## config.mk

```make
export PLATFORM = sky130hd
export DESIGN_NAME = keypad_four_function_calculator_unit
export DESIGN_NICKNAME = d
export VERILOG_FILES = /design/src/rtl/kfc_pkg.sv /design/src/rtl/keypad_four_function_calculator_unit.sv /design/src/rtl/kfc_front.sv /design/src/rtl/kfc_queue.sv /design/src/rtl/kfc_back.sv
export SDC_FILE = /design/constraint.sdc
export NUM_CORES = 1
export LEC_CHECK = 0
export ABC_AREA = 1
export BUFFER_PORTS_ARGS = -buffer_cell sky130_fd_sc_hd__buf_4
export CORE_UTILIZATION = 50
export DETAILED_ROUTE_END_ITERATION = 8
export GPL_ROUTABILITY_DRIVEN = 0
export PLACE_DENSITY = 0.72
export SLEW_MARGIN = 20
export SYNTH_ARGS = -nofsm -noshare
export SYNTH_HDL_FRONTEND = slang
export SYNTH_SLANG_ARGS = --single-unit
```

## constraint.sdc

```tcl
create_clock -name clk -period 3.1 [get_ports clk]
set_clock_uncertainty 0.15 [all_clocks]
set_input_delay 0.155 -clock clk [delete_from_list [all_inputs] [get_ports clk]]
set_output_delay 0.155 -clock clk [all_outputs]
set_load 0.1 [all_outputs]
```

## src/rtl/kfc_pkg.sv

```systemverilog
// Package for the keypad four-function calculator.
// Holds the key map, key and status codes, and the scan transaction type.
// No dependencies; every other file refers to it by scoped names.
package kfc_pkg;

    localparam int DATA_WIDTH_DEFAULT = 32;
    localparam int QUEUE_DEPTH = 2;

    localparam logic [3:0] DIGIT_LIMIT = 4'hA;
    localparam logic [3:0] KEY_ADD = 4'hA;
    localparam logic [3:0] KEY_SUB = 4'hB;
    localparam logic [3:0] KEY_MUL = 4'hC;
    localparam logic [3:0] KEY_DIV = 4'hD;

    localparam logic [1:0] ERR_NONE = 2'd0;
    localparam logic [1:0] ERR_DIV_ZERO = 2'd1;
    localparam logic [1:0] ERR_BAD_OP = 2'd2;

    localparam logic [1:0] CH_ADD = 2'd0;
    localparam logic [1:0] CH_SUB = 2'd1;
    localparam logic [1:0] CH_MUL = 2'd2;
    localparam logic [1:0] CH_DIV = 2'd3;

    // Key code by matrix bit, where the bit index is column*4+row.
    localparam logic [3:0] KEY_BY_BIT [16] = '{
        4'hD, 4'hC, 4'hB, 4'hA,
        4'hE, 4'h9, 4'h6, 4'h3,
        4'hF, 4'h8, 4'h5, 4'h2,
        4'h0, 4'h7, 4'h4, 4'h1
    };

    typedef struct packed {
        logic       pressed_valid;
        logic [3:0] pressed_key;
        logic       released_valid;
        logic [3:0] released_key;
    } scan_evt_t;

endpackage

```

## src/rtl/keypad_four_function_calculator_unit.sv

```systemverilog
// Top level of the keypad four-function calculator.
// Instantiates kfc_front, kfc_queue and kfc_back; uses kfc_pkg.
//
//   Channel   Handshake                    Payload
//   scan      scan_valid / scan_ready      key_matrix
//   report    report_valid / report_ready  pressed_*, released_*, result_*,
//                                          error_code, op_channel
//
// Every scan transaction yields exactly one report transaction, in order.
// A scan that only moves a key or an operand passes through the queue slot and
// the output register in kfc_back, and while report_ready is high and no loop
// runs the calculator sustains one per cycle; add, subtract and errors cost the
// same. Multiply and divide run a shift-add or restoring-divide loop in kfc_back,
// one bit per cycle, before their report is registered as valid.
// Reset is asynchronous and clears key, operand and operator state at once.
// A two-entry queue keeps scans coming while report_ready is low or a loop runs.
module keypad_four_function_calculator_unit #(
    parameter int DATA_WIDTH = kfc_pkg::DATA_WIDTH_DEFAULT
) (
    input  logic        clk,
    input  logic        rst_n,
    input  logic        scan_valid,
    output logic        scan_ready,
    input  logic [15:0] key_matrix,
    output logic        report_valid,
    input  logic        report_ready,
    output logic        pressed_valid,
    output logic [3:0]  pressed_key,
    output logic        released_valid,
    output logic [3:0]  released_key,
    output logic        result_valid,
    output logic [31:0] result_value,
    output logic [1:0]  error_code,
    output logic [1:0]  op_channel
);

    logic               push;
    logic               q_ready;
    logic               q_valid;
    logic               q_pop;
    kfc_pkg::scan_evt_t push_evt;
    kfc_pkg::scan_evt_t q_evt;

    kfc_front u_front (
        .clk        (clk),
        .rst_n      (rst_n),
        .scan_valid (scan_valid),
        .scan_ready (scan_ready),
        .key_matrix (key_matrix),
        .q_ready    (q_ready),
        .push       (push),
        .evt        (push_evt)
    );

    kfc_queue u_queue (
        .clk      (clk),
        .rst_n    (rst_n),
        .push     (push),
        .push_evt (push_evt),
        .q_ready  (q_ready),
        .pop      (q_pop),
        .q_valid  (q_valid),
        .q_evt    (q_evt)
    );

    kfc_back #(
        .DataW (DATA_WIDTH)
    ) u_back (
        .clk            (clk),
        .rst_n          (rst_n),
        .q_valid        (q_valid),
        .q_evt          (q_evt),
        .q_pop          (q_pop),
        .report_valid   (report_valid),
        .report_ready   (report_ready),
        .pressed_valid  (pressed_valid),
        .pressed_key    (pressed_key),
        .released_valid (released_valid),
        .released_key   (released_key),
        .result_valid   (result_valid),
        .result_value   (result_value),
        .error_code     (error_code),
        .op_channel     (op_channel)
    );

endmodule

```

## src/rtl/kfc_front.sv

```systemverilog
// Scan front end: picks the pressed key, tracks the held key, detects release.
// Depends on kfc_pkg; feeds kfc_queue with one scan_evt_t per transaction.
module kfc_front (
    input  logic                clk,
    input  logic                rst_n,
    input  logic                scan_valid,
    output logic                scan_ready,
    input  logic [15:0]         key_matrix,
    input  logic                q_ready,
    output logic                push,
    output kfc_pkg::scan_evt_t  evt
);

    logic       held_valid_reg;
    logic [3:0] held_key_reg;
    logic       pv;
    logic [3:0] idx;
    logic [3:0] pk;

    always_comb
    begin
        pv  = 1'b0;
        idx = 4'd0;
        for (int i = 0; i < 16; i++)
        begin
            if (key_matrix[i])
            begin
                pv  = 1'b1;
                idx = 4'(i);
            end
        end
        pk = pv ? kfc_pkg::KEY_BY_BIT[idx] : 4'd0;
    end

    assign scan_ready = q_ready;
    assign push = scan_valid && q_ready;

    always_comb
    begin
        evt.pressed_valid  = pv;
        evt.pressed_key    = pk;
        evt.released_valid = !pv && held_valid_reg;
        evt.released_key   = (!pv && held_valid_reg) ? held_key_reg : 4'd0;
    end

    always_ff @(posedge clk or negedge rst_n)
    begin
        if (!rst_n)
        begin
            held_valid_reg <= 1'b0;
            held_key_reg   <= 4'd0;
        end
        else if (push)
        begin
            held_valid_reg <= pv;
            held_key_reg   <= pk;
        end
    end

endmodule

```

## src/rtl/kfc_queue.sv

```systemverilog
// Short queue of scan transactions between the front end and the calculator.
// Depends on kfc_pkg for the transaction type and the depth.
module kfc_queue (
    input  logic                clk,
    input  logic                rst_n,
    input  logic                push,
    input  kfc_pkg::scan_evt_t  push_evt,
    output logic                q_ready,
    input  logic                pop,
    output logic                q_valid,
    output kfc_pkg::scan_evt_t  q_evt
);

    localparam int Depth = kfc_pkg::QUEUE_DEPTH;
    localparam int PtrW = (Depth > 1) ? $clog2(Depth) : 1;
    localparam int CntW = $clog2(Depth + 1);

    kfc_pkg::scan_evt_t  slot_reg [Depth];
    logic [PtrW-1:0]     wr_ptr_reg;
    logic [PtrW-1:0]     rd_ptr_reg;
    logic [CntW-1:0]     count_reg;

    assign q_ready = count_reg != CntW'(Depth);
    assign q_valid = count_reg != '0;
    assign q_evt   = slot_reg[rd_ptr_reg];

    always_ff @(posedge clk)
    begin
        if (push)
        begin
            slot_reg[wr_ptr_reg] <= push_evt;
        end
    end

    always_ff @(posedge clk or negedge rst_n)
    begin
        if (!rst_n)
        begin
            wr_ptr_reg <= '0;
            rd_ptr_reg <= '0;
            count_reg  <= '0;
        end
        else
        begin
            if (push)
            begin
                wr_ptr_reg <= (wr_ptr_reg == PtrW'(Depth - 1)) ? '0 : wr_ptr_reg + 1'b1;
            end
            if (pop)
            begin
                rd_ptr_reg <= (rd_ptr_reg == PtrW'(Depth - 1)) ? '0 : rd_ptr_reg + 1'b1;
            end
            if (push && !pop)
            begin
                count_reg <= count_reg + 1'b1;
            end
            else if (pop && !push)
            begin
                count_reg <= count_reg - 1'b1;
            end
        end
    end

endmodule

```

## src/rtl/kfc_back.sv

```systemverilog
// Calculator back end: operand entry, operator handling, iterative multiply
// and divide, and the output register. Depends on kfc_pkg.
module kfc_back #(
    parameter int DataW = kfc_pkg::DATA_WIDTH_DEFAULT
) (
    input  logic                clk,
    input  logic                rst_n,
    input  logic                q_valid,
    input  kfc_pkg::scan_evt_t  q_evt,
    output logic                q_pop,
    output logic                report_valid,
    input  logic                report_ready,
    output logic                pressed_valid,
    output logic [3:0]          pressed_key,
    output logic                released_valid,
    output logic [3:0]          released_key,
    output logic                result_valid,
    output logic [31:0]         result_value,
    output logic [1:0]          error_code,
    output logic [1:0]          op_channel
);

    localparam int CntW = $clog2(DataW);

    typedef enum logic {ST_IDLE, ST_CALC} state_t;

    state_t             state_reg, state_next;
    logic               phase_reg, phase_next;
    logic [DataW-1:0]   first_reg, first_next;
    logic [DataW-1:0]   second_reg, second_next;
    logic [3:0]         opcode_reg, opcode_next;
    logic [DataW-1:0]   acc_reg, acc_next;
    logic [DataW-1:0]   shf_reg, shf_next;
    logic [DataW-1:0]   opb_reg, opb_next;
    logic               is_div_reg, is_div_next;
    logic [CntW-1:0]    cnt_reg, cnt_next;
    logic               out_valid_reg, out_valid_next;
    logic               pv_reg, pv_next;
    logic [3:0]         pk_reg, pk_next;
    logic               rv_reg, rv_next;
    logic [3:0]         rk_reg, rk_next;
    logic               resv_reg, resv_next;
    logic [31:0]        resval_reg, resval_next;
    logic [1:0]         err_reg, err_next;
    logic [1:0]         ch_reg, ch_next;

    logic               slot_free;
    logic [DataW-1:0]   mul_acc;
    logic [DataW:0]     div_trial;
    logic [DataW:0]     div_diff;
    logic               div_ge;
    logic [DataW-1:0]   div_rem;
    logic [DataW-1:0]   div_quo;
    logic [DataW-1:0]   step_acc;
    logic [DataW-1:0]   step_shf;
    logic [DataW-1:0]   step_opb;

    function automatic logic [31:0] to_result(input logic [DataW-1:0] v);
        logic [63:0] wide;
        wide = 64'(v);
        return wide[31:0];
    endfunction

    assign slot_free = !out_valid_reg || report_ready;
    assign q_pop = (state_reg == ST_IDLE) && q_valid && slot_free;

    // One step of shift-add multiply or restoring divide.
    always_comb
    begin
        mul_acc   = opb_reg[0] ? acc_reg + shf_reg : acc_reg;
        div_trial = {acc_reg, shf_reg[DataW-1]};
        div_diff  = div_trial - {1'b0, opb_reg};
        div_ge    = div_trial >= {1'b0, opb_reg};
        div_rem   = div_ge ? div_diff[DataW-1:0] : div_trial[DataW-1:0];
        div_quo   = {shf_reg[DataW-2:0], div_ge};
        if (is_div_reg)
        begin
            step_acc = div_rem;
            step_shf = div_quo;
            step_opb = opb_reg;
        end
        else
        begin
            step_acc = mul_acc;
            step_shf = shf_reg << 1;
            step_opb = opb_reg >> 1;
        end
    end

    always_comb
    begin
        state_next     = state_reg;
        phase_next     = phase_reg;
        first_next     = first_reg;
        second_next    = second_reg;
        opcode_next    = opcode_reg;
        acc_next       = acc_reg;
        shf_next       = shf_reg;
        opb_next       = opb_reg;
        is_div_next    = is_div_reg;
        cnt_next       = cnt_reg;
        out_valid_next = out_valid_reg && !report_ready;
        pv_next        = pv_reg;
        pk_next        = pk_reg;
        rv_next        = rv_reg;
        rk_next        = rk_reg;
        resv_next      = resv_reg;
        resval_next    = resval_reg;
        err_next       = err_reg;
        ch_next        = ch_reg;

        case (state_reg)
            ST_IDLE:
            begin
                if (q_pop)
                begin
                    pv_next        = q_evt.pressed_valid;
                    pk_next        = q_evt.pressed_key;
                    rv_next        = q_evt.released_valid;
                    rk_next        = q_evt.released_key;
                    resv_next      = 1'b0;
                    resval_next    = '0;
                    err_next       = kfc_pkg::ERR_NONE;
                    ch_next        = kfc_pkg::CH_ADD;
                    out_valid_next = 1'b1;
                    if (q_evt.released_valid)
                    begin
                        if (q_evt.released_key < kfc_pkg::DIGIT_LIMIT)
                        begin
                            if (!phase_reg)
                            begin
                                first_next = (first_reg << 3) + (first_reg << 1)
                                    + DataW'(q_evt.released_key);
                            end
                            else
                            begin
                                second_next = (second_reg << 3) + (second_reg << 1)
                                    + DataW'(q_evt.released_key);
                            end
                        end
                        else if (!phase_reg)
                        begin
                            opcode_next = q_evt.released_key;
                            second_next = '0;
                            phase_next  = 1'b1;
                        end
                        else
                        begin
                            phase_next  = 1'b0;
                            first_next  = '0;
                            second_next = '0;
                            resv_next   = 1'b1;
                            case (opcode_reg)
                                kfc_pkg::KEY_ADD:
                                begin
                                    resval_next = to_result(first_reg + second_reg);
                                    ch_next     = kfc_pkg::CH_ADD;
                                end
                                kfc_pkg::KEY_SUB:
                                begin
                                    resval_next = to_result(first_reg - second_reg);
                                    ch_next     = kfc_pkg::CH_SUB;
                                end
                                kfc_pkg::KEY_MUL:
                                begin
                                    out_valid_next = 1'b0;
                                    acc_next       = '0;
                                    shf_next       = first_reg;
                                    opb_next       = second_reg;
                                    is_div_next    = 1'b0;
                                    cnt_next       = CntW'(DataW - 1);
                                    state_next     = ST_CALC;
                                end
                                kfc_pkg::KEY_DIV:
                                begin
                                    if (second_reg == '0)
                                    begin
                                        resval_next = to_result('1);
                                        err_next    = kfc_pkg::ERR_DIV_ZERO;
                                    end
                                    else
                                    begin
                                        out_valid_next = 1'b0;
                                        acc_next       = '0;
                                        shf_next       = first_reg;
                                        opb_next       = second_reg;
                                        is_div_next    = 1'b1;
                                        cnt_next       = CntW'(DataW - 1);
                                        state_next     = ST_CALC;
                                    end
                                end
                                default:
                                begin
                                    resval_next = to_result('1);
                                    err_next    = kfc_pkg::ERR_BAD_OP;
                                end
                            endcase
                        end
                    end
                end
            end
            ST_CALC:
            begin
                acc_next = step_acc;
                shf_next = step_shf;
                opb_next = step_opb;
                cnt_next = cnt_reg - 1'b1;
                if (cnt_reg == '0)
                begin
                    out_valid_next = 1'b1;
                    resval_next    = to_result(is_div_reg ? step_shf : step_acc);
                    ch_next        = is_div_reg ? kfc_pkg::CH_DIV : kfc_pkg::CH_MUL;
                    state_next     = ST_IDLE;
                end
            end
            default:
            begin
                state_next = ST_IDLE;
            end
        endcase
    end

    always_ff @(posedge clk or negedge rst_n)
    begin
        if (!rst_n)
        begin
            state_reg     <= ST_IDLE;
            phase_reg     <= 1'b0;
            first_reg     <= '0;
            second_reg    <= '0;
            opcode_reg    <= 4'd0;
            acc_reg       <= '0;
            shf_reg       <= '0;
            opb_reg       <= '0;
            is_div_reg    <= 1'b0;
            cnt_reg       <= '0;
            out_valid_reg <= 1'b0;
            pv_reg        <= 1'b0;
            pk_reg        <= 4'd0;
            rv_reg        <= 1'b0;
            rk_reg        <= 4'd0;
            resv_reg      <= 1'b0;
            resval_reg    <= '0;
            err_reg       <= kfc_pkg::ERR_NONE;
            ch_reg        <= kfc_pkg::CH_ADD;
        end
        else
        begin
            state_reg     <= state_next;
            phase_reg     <= phase_next;
            first_reg     <= first_next;
            second_reg    <= second_next;
            opcode_reg    <= opcode_next;
            acc_reg       <= acc_next;
            shf_reg       <= shf_next;
            opb_reg       <= opb_next;
            is_div_reg    <= is_div_next;
            cnt_reg       <= cnt_next;
            out_valid_reg <= out_valid_next;
            pv_reg        <= pv_next;
            pk_reg        <= pk_next;
            rv_reg        <= rv_next;
            rk_reg        <= rk_next;
            resv_reg      <= resv_next;
            resval_reg    <= resval_next;
            err_reg       <= err_next;
            ch_reg        <= ch_next;
        end
    end

    assign report_valid   = out_valid_reg;
    assign pressed_valid  = pv_reg;
    assign pressed_key    = pk_reg;
    assign released_valid = rv_reg;
    assign released_key   = rk_reg;
    assign result_valid   = resv_reg;
    assign result_value   = resval_reg;
    assign error_code     = err_reg;
    assign op_channel     = ch_reg;

endmodule

```

==> reports/results.ini, run 1 <==
[critical_path]
worstReg2RegStart=u_back.second_reg[1]
worst-r2r-setup-slack_ps=-370
worstPathArrival_ps=3830
cp_data_required_time_ps=3470
endpoint=u_back.result_value[28]
end_kind=register
worst-path-stages=20
path_class=register to register
r2r_end=u_back.result_value[28]
crit_top_cell=nand2_1
cp-start-kind=register
path_cells=inv_2, buf_4, nand3_2, nor3_4, nand4_1, o21ai_1, xor2_1, buf_4, ha_4, nand2_1, buf_4, nor2_4, nand2_1, nor3_2, nand2_1, nand3_1, nand2_1, o21ai_1, nand2_1, a21oi_1
cp_slowest_cell=dfrtp_1
cp.buffers_inverters=4
crit_family=simple AND/OR/NAND/NOR gates
path_max_fanout=4
reg2reg_depth=20
slowest_delay_ps=390
crit_path_start=u_back.second_reg[1]

[timing]
finalSetupViolCount=38
grt_setup_unrepaired=yes
final_max_slew_viol_count=0
finalCritPeriodShare=1.118
setup_tns_ps=-5774
fin_ws_ps=-365.4
tightestPinTransition_ps=1005
min_period_ps=3465
fmax_ghz=0.2886
relSlewSlack=0.3295
hold_violations=0

[die]
start_util=0.5071
die_w_um=216.5
dieArea_sq_um=46890
design.core.area_sq_um=45380
die_h_um=216.5
ios=69
rows=78

[global_route]
grt_use_total=0.3493
antenna_found_initial=0
grt.overflow.total=0
grt_max_degree=153
grt_pass1_vias=23710
grt_pass1_wl_mm=128.3

[drt]
drtAntennaViolNets=0
vias=25730
viasPerCell=5.893
wirelength_mm=86.20
first_pass_iters=9
drc=0
first_iter_violations=2719
wl_per_cell_um=19.74

[synthesis]
synth_xor_area_frac=0.02702
synth_simple_gate_area_frac=0.2735
synthAdderAreaFrac=0.1262
ys.flop_type=dfrtp_1
ys_seq_elements=249
synth-compound-area-share=0.2100
synth_edf_count=20
syn-num-nets=3614
seq_area_frac_synth=0.2751
synth_top_family_by_area=simple AND/OR/NAND/NOR gates
avgSynthCellArea_sq_um=6.837
netlist_instances=3366
ys_warn_count=0
synthMuxAreaShare=0.0004349
ys_types=63
syn_area_sq_um=23010
synthArstFlopShare=0.9197

[cells_and_area]
antennaDiodeCount=0
final_cells=4366
multiInputGateArea_sq_um=16220
nFillCells=3830
utilization=0.6463
synthToLayoutAreaGrowth_pct=27.44
ff_latch_area_sq_um=6336
layout-drive-gt1-share=0.2305
nets=3992

[run_status]
violations=setup timing
outcome=complete, but fails checks

[clocking]
cts_inserted_buffers=29
path_clk_slew_ps=70
htreeDepth=1
clkSinkCount=249
cts_buffer_depth=3
cts_tree=built
clk_latency_ps=600
cts_root_buffer=clkbuf_16

[place]
place.port_buffers=68
hpwl_mm=65.05
placed_cells=4246

[worst_hold_path]
hold_class=input port to register

[run]
drv_cap=0

-- synth_stat cells, drive strengths merged, types with 13 or more instances --
cell type / number / share of area
nand2: 839 / 0.14
inv: 420 / 0.069
nor2: 350 / 0.060
o21ai: 315 / 0.074
a21oi: 280 / 0.062
dfrtp: 229 / 0.25
ha: 221 / 0.12
nand3: 188 / 0.041
o211ai: 51 / 0.023
buf: 50 / 0.013
xor2: 50 / 0.019
nor3: 38 / 0.0092
clkbuf: 35 / 0.0057
nand4: 33 / 0.010
a31oi: 28 / 0.0076
o22ai: 27 / 0.0073
o21bai: 26 / 0.0085
a22oi: 25 / 0.0082
a21o: 23 / 0.0075
xnor2: 21 / 0.0080
edfxtp: 20 / 0.026
nand3b: 17 / 0.0055
or2: 14 / 0.0038
nor4: 13 / 0.0041
o21a: 13 / 0.0042
-- layout make-up --
type                            instances  area share
Multi-Input combinational cell       2610      0.5530
Sequential cell                       249      0.2160
Timing Repair Buffer                  431      0.1175
Inverter                              422     0.05465
Clock buffer                           44     0.02905
Tap cell                              600     0.02560
Clock inverter                          9    0.004053
Timing Repair inverter                  1   0.0001706
-- worst min-delay path: cells and delay by family --
family                 cells  cell delay [ps]
AO/OA/AOI/OAI              2              160
AND/OR/NAND/NOR            4              280
buffers and inverters      2              160
-- layout by cell type (no fill, tap or decap), drive strengths merged, types with 3 or more instances in the layout --
cell,n
nand2,839
inv,420
buf,418
nor2,350
o21ai,315
a21oi,280
dfrtp,229
ha,221
nand3,188
o211ai,51
xor2,50
clkbuf,44
nor3,38
nand4,33
a31oi,28
o22ai,27
o21bai,26
a22oi,25
a21o,23
xnor2,21
edfxtp,20
nand3b,17
or2,14
o21a,13
dlygate4sd3,13
nor4,13
o31ai,9
fa,7
clkinv,6
clkinvlp,4
a221oi,3
o221ai,3
a21boi,3
-- kinds of logic (layout without fill, tap and decap cells) --
family | after synthesis | after routing
buffers and inverters | 507 | 907
AND/OR/NAND/NOR | 1498 | 1498
multiplexers | 1 | 1
XOR/XNOR | 71 | 71
flip-flops | 249 | 249
AO/OA/AOI/OAI | 812 | 812
adder cells (fa/ha/maj) | 228 | 228
-- layer usage --
metal  global-route usage  vias to the layer above  wire length [um]
met3              0.06765                      346              8938
met2               0.5429                     1362             37800
li1                     -                    12100                 -
met1               0.4573                    11920             33910
met4               0.1890                        0              5558
met5                    0                        -                 0
-- stage by stage --
| stage | area (sq um) | setup slack [ps] | hold slack [ps] |
|---|---|---|---|
| after global placement | 26260 | -353.1 | 23.96 |
| after floorplan | 23100 | -48.04 | -290.6 |
| final | 29330 | -365.4 | 62.88 |
| after detailed placement | 26260 | -379.6 | 28.32 |
| after global routing | 29330 | -760.2 | 120.9 |
| after CTS | 28090 | -148.7 | 29.76 |
-- how the worst min path moves through the flow --
stage                              start                       to  cells after the start
final                     key_matrix[11]  u_front.held_key_reg[1]                      8
after global routing      key_matrix[13]   u_queue.slot_reg[0][7]                      5
after CTS                 key_matrix[13]   u_queue.slot_reg[0][7]                      5
after detailed placement           rst_n       u_back.opb_reg[22]                      1
after global placement             rst_n       u_back.opb_reg[26]                      1
after floorplan                    rst_n        u_back.acc_reg[0]                      0
-- timing repair --
action	4_1_cts	5_1_grt
endpoints found under the setup margin	66	86
setup buffers	28	33
gates cloned	0	1
hold endpoints to repair	244	0
gates resized for setup	141	289
pin swaps	75	101
hold buffers	13	0
Power of run 1 is not shown: default switching activity piles up to over one toggle a cycle in this logic, so the estimate is an artifact.
==> run 2, diff against run 1 <==
CTS_BUF_LIST = sky130_fd_sc_hd__clkbuf_8   (was default)
==> run 2 against run 1 <==
The flow still finishes with violations (setup timing). Non-clock buffer count is 14 higher. Highest routed layer unchanged. Die area stayed put. First-iteration DRC count is 6.0% lower. Critical endpoint is now u_back.result_value[29]. Worst hold slack better by 84 ps. Cell count is 1.0% higher. Cell area is 0.54% higher.
==> reports/results.ini, run 2 (synthesized netlist as in run 1, its figures left out) <==
[drt]
drtAntennaViolNets=0  ; unchanged
wirelength_mm=87.41  ; +1.4%
wl_per_cell_um=19.82  ; +0.39%
wl_met1_mm=34.19  ; +0.84%
first_pass_iters=6  ; -3
vias=25960  ; +0.92%
wl_met3_mm=9.471  ; +6.0%
top_layer=met4
first_iter_violations=2556  ; -6.0%
drc=0  ; unchanged
viasPerCell=5.888  ; about the same
wl_met2_mm=38.04  ; +0.64%

[timing]
hold_violations=0  ; unchanged
fmax_ghz=0.2790  ; -3.3%
tightestPinTransition_ps=989.5  ; -15.21 ps
fin_ws_ps=-484.3  ; -118.8 ps
finalCritPeriodShare=1.156  ; +0.03833
final_max_slew_viol_count=0  ; unchanged
grt_setup_unrepaired=yes
fin_hold_ws_ps=147.4  ; +84.48 ps
min_period_ps=3584  ; +118.8 ps
relSlewSlack=0.3404  ; +0.01088
finalSetupViolCount=34  ; -11%

[critical_path]
cp_data_required_time_ps=3540  ; +70 ps
crit_family=simple AND/OR/NAND/NOR gates
path_class=register to register
path_max_fanout=3  ; -1
cp.buffers_inverters=5  ; +1
end_kind=register
cp-start-kind=register
cp_slowest_cell=dfrtp_1
slowest_delay_ps=410  ; +20 ps
worstReg2RegStart=u_back.second_reg[1]
reg2reg_depth=23  ; +15%
crit_top_cell=nand2_1
worstPathArrival_ps=4020  ; +190 ps
path_cells=inv_2, ha_4, nand4_4, nor2_4, buf_6, nand4_4, nor2_4, a21oi_2, xor2_1, ha_1, buf_4, nand2_2, nor2_1, inv_1, nor2_1, inv_1, nor3_2, nand2_1, nand3_1, nand2_1, o21ai_1, nand2_1, a21oi_2
worst-r2r-setup-slack_ps=-480  ; -120 ps
r2r_end=u_back.result_value[29]

[die]
dieArea_sq_um=46890  ; unchanged
die_h_um=216.5  ; unchanged
design.core.area_sq_um=45380  ; unchanged
die_w_um=216.5  ; unchanged
start_util=0.5071  ; unchanged
rows=78  ; unchanged
ios=69  ; unchanged

[cells_and_area]
antennaDiodeCount=0  ; unchanged
synthToLayoutAreaGrowth_pct=28.13
multiInputGateArea_sq_um=16260  ; +0.22%
nets=4024  ; +0.80%
mostFrequentLayoutCell=nand2_1
ff_latch_area_sq_um=6336  ; unchanged
final_cell_mix=nand2_1, buf_4, inv_1
nFillCells=3833  ; +0.078%
layout-drive-gt1-share=0.2375  ; +0.007050

[global_route]
grt_use_total=0.3556  ; +0.006299
antenna_found_initial=0  ; unchanged
grt.overflow.total=0  ; unchanged
grt_pass1_wl_mm=129.9  ; +1.2%
grt_pass1_vias=24010  ; +1.3%
grt_max_degree=153  ; unchanged

[run_status]
violations=setup timing
outcome=complete, but fails checks

[run]
drv_cap=0  ; unchanged

[clocking]
cts_buffer_depth=3  ; unchanged
clk_latency_ps=680  ; +80 ps
cts_root_buffer=clkbuf_8
htreeDepth=2  ; +1
cts_tree=built
clkSinkCount=249  ; unchanged
path_clk_slew_ps=70  ; about the same
cts_inserted_buffers=47  ; +62%

[place]
hpwl_mm=65.05  ; unchanged
place.port_buffers=68  ; unchanged

[worst_hold_path]
hold_class=input port to register
min_from=key_matrix[8]
whs_endpoint=u_front.held_key_reg[1]
hold_depth=10  ; +2

[run 2: timing repair]
item,CTS,global route
hold endpoints to repair,254,0
endpoints found under the setup margin,68,82
buffers inserted,37,29
hold buffers,24,0
pin swaps,89,116
cloned,0,1
resized for setup,181,253
[run 2: stage by stage]
stage          setup slack, ps  setup TNS, ps  utilization  instance area [sq um]  cells
5_1_grt                 -682.3         -13670       0.6498                  29490   4410
2_1_floorplan           -48.04         -95.56            -                  23100   3366
4_1_cts                 -182.8          -1690       0.6271                  28460   4390
6_report                -484.3          -6884       0.6498                  29490   4410
3_5_place_dp            -379.6         -10780       0.5786                  26260   4246
3_3_place_gp            -353.1          -8167       0.5786                  26260   4246
[run 2: worst max-delay path by stage]
stage / startpoint / end / slack, ps / depth (start not counted)
after floorplan: u_back.second_reg[0] / u_back.result_value[29] / -50 / 22
after global placement: u_back.second_reg[7] / u_back.result_value[27] / -350 / 19
after detailed placement: u_back.second_reg[0] / u_back.result_value[30] / -380 / 20
after CTS: u_back.second_reg[1] / u_back.result_value[31] / -180 / 23
after global routing: u_back.second_reg[11] / u_back.result_value[29] / -680 / 21
final: u_back.second_reg[1] / u_back.result_value[29] / -480 / 23
[run 2: cell type report]
cell class / count / area share
inverter: 422 / 0.05427
sequential: 249 / 0.2149
timing repair buffer: 445 / 0.1208
clock inverter: 31 / 0.008952
tap: 600 / 0.02546
clock buffer: 52 / 0.02427
multi-input combinational: 2610 / 0.5512
timing repair inverter: 1 / 0.0001697
[run 2: metal layers]
metal  GRT usage  vias to the layer above
met2      0.5495                     1407
met3     0.07916                      380
met5           0                        -
li1            -                    12160
met4      0.2054                        0
met1      0.4568                    12020
[run 2: worst reg2reg max path, delay by kind of cell (launching register included)]
kind	cells	cell delay, ps
buffers and inverters	5	600
xor gates and xnor gates	1	180
and+or+nand+nor	12	1330
DFF	1	410
adders and majority gates	2	500
AOI/OAI and AO/OA	3	330
Power of run 2 is left out for the same reason.
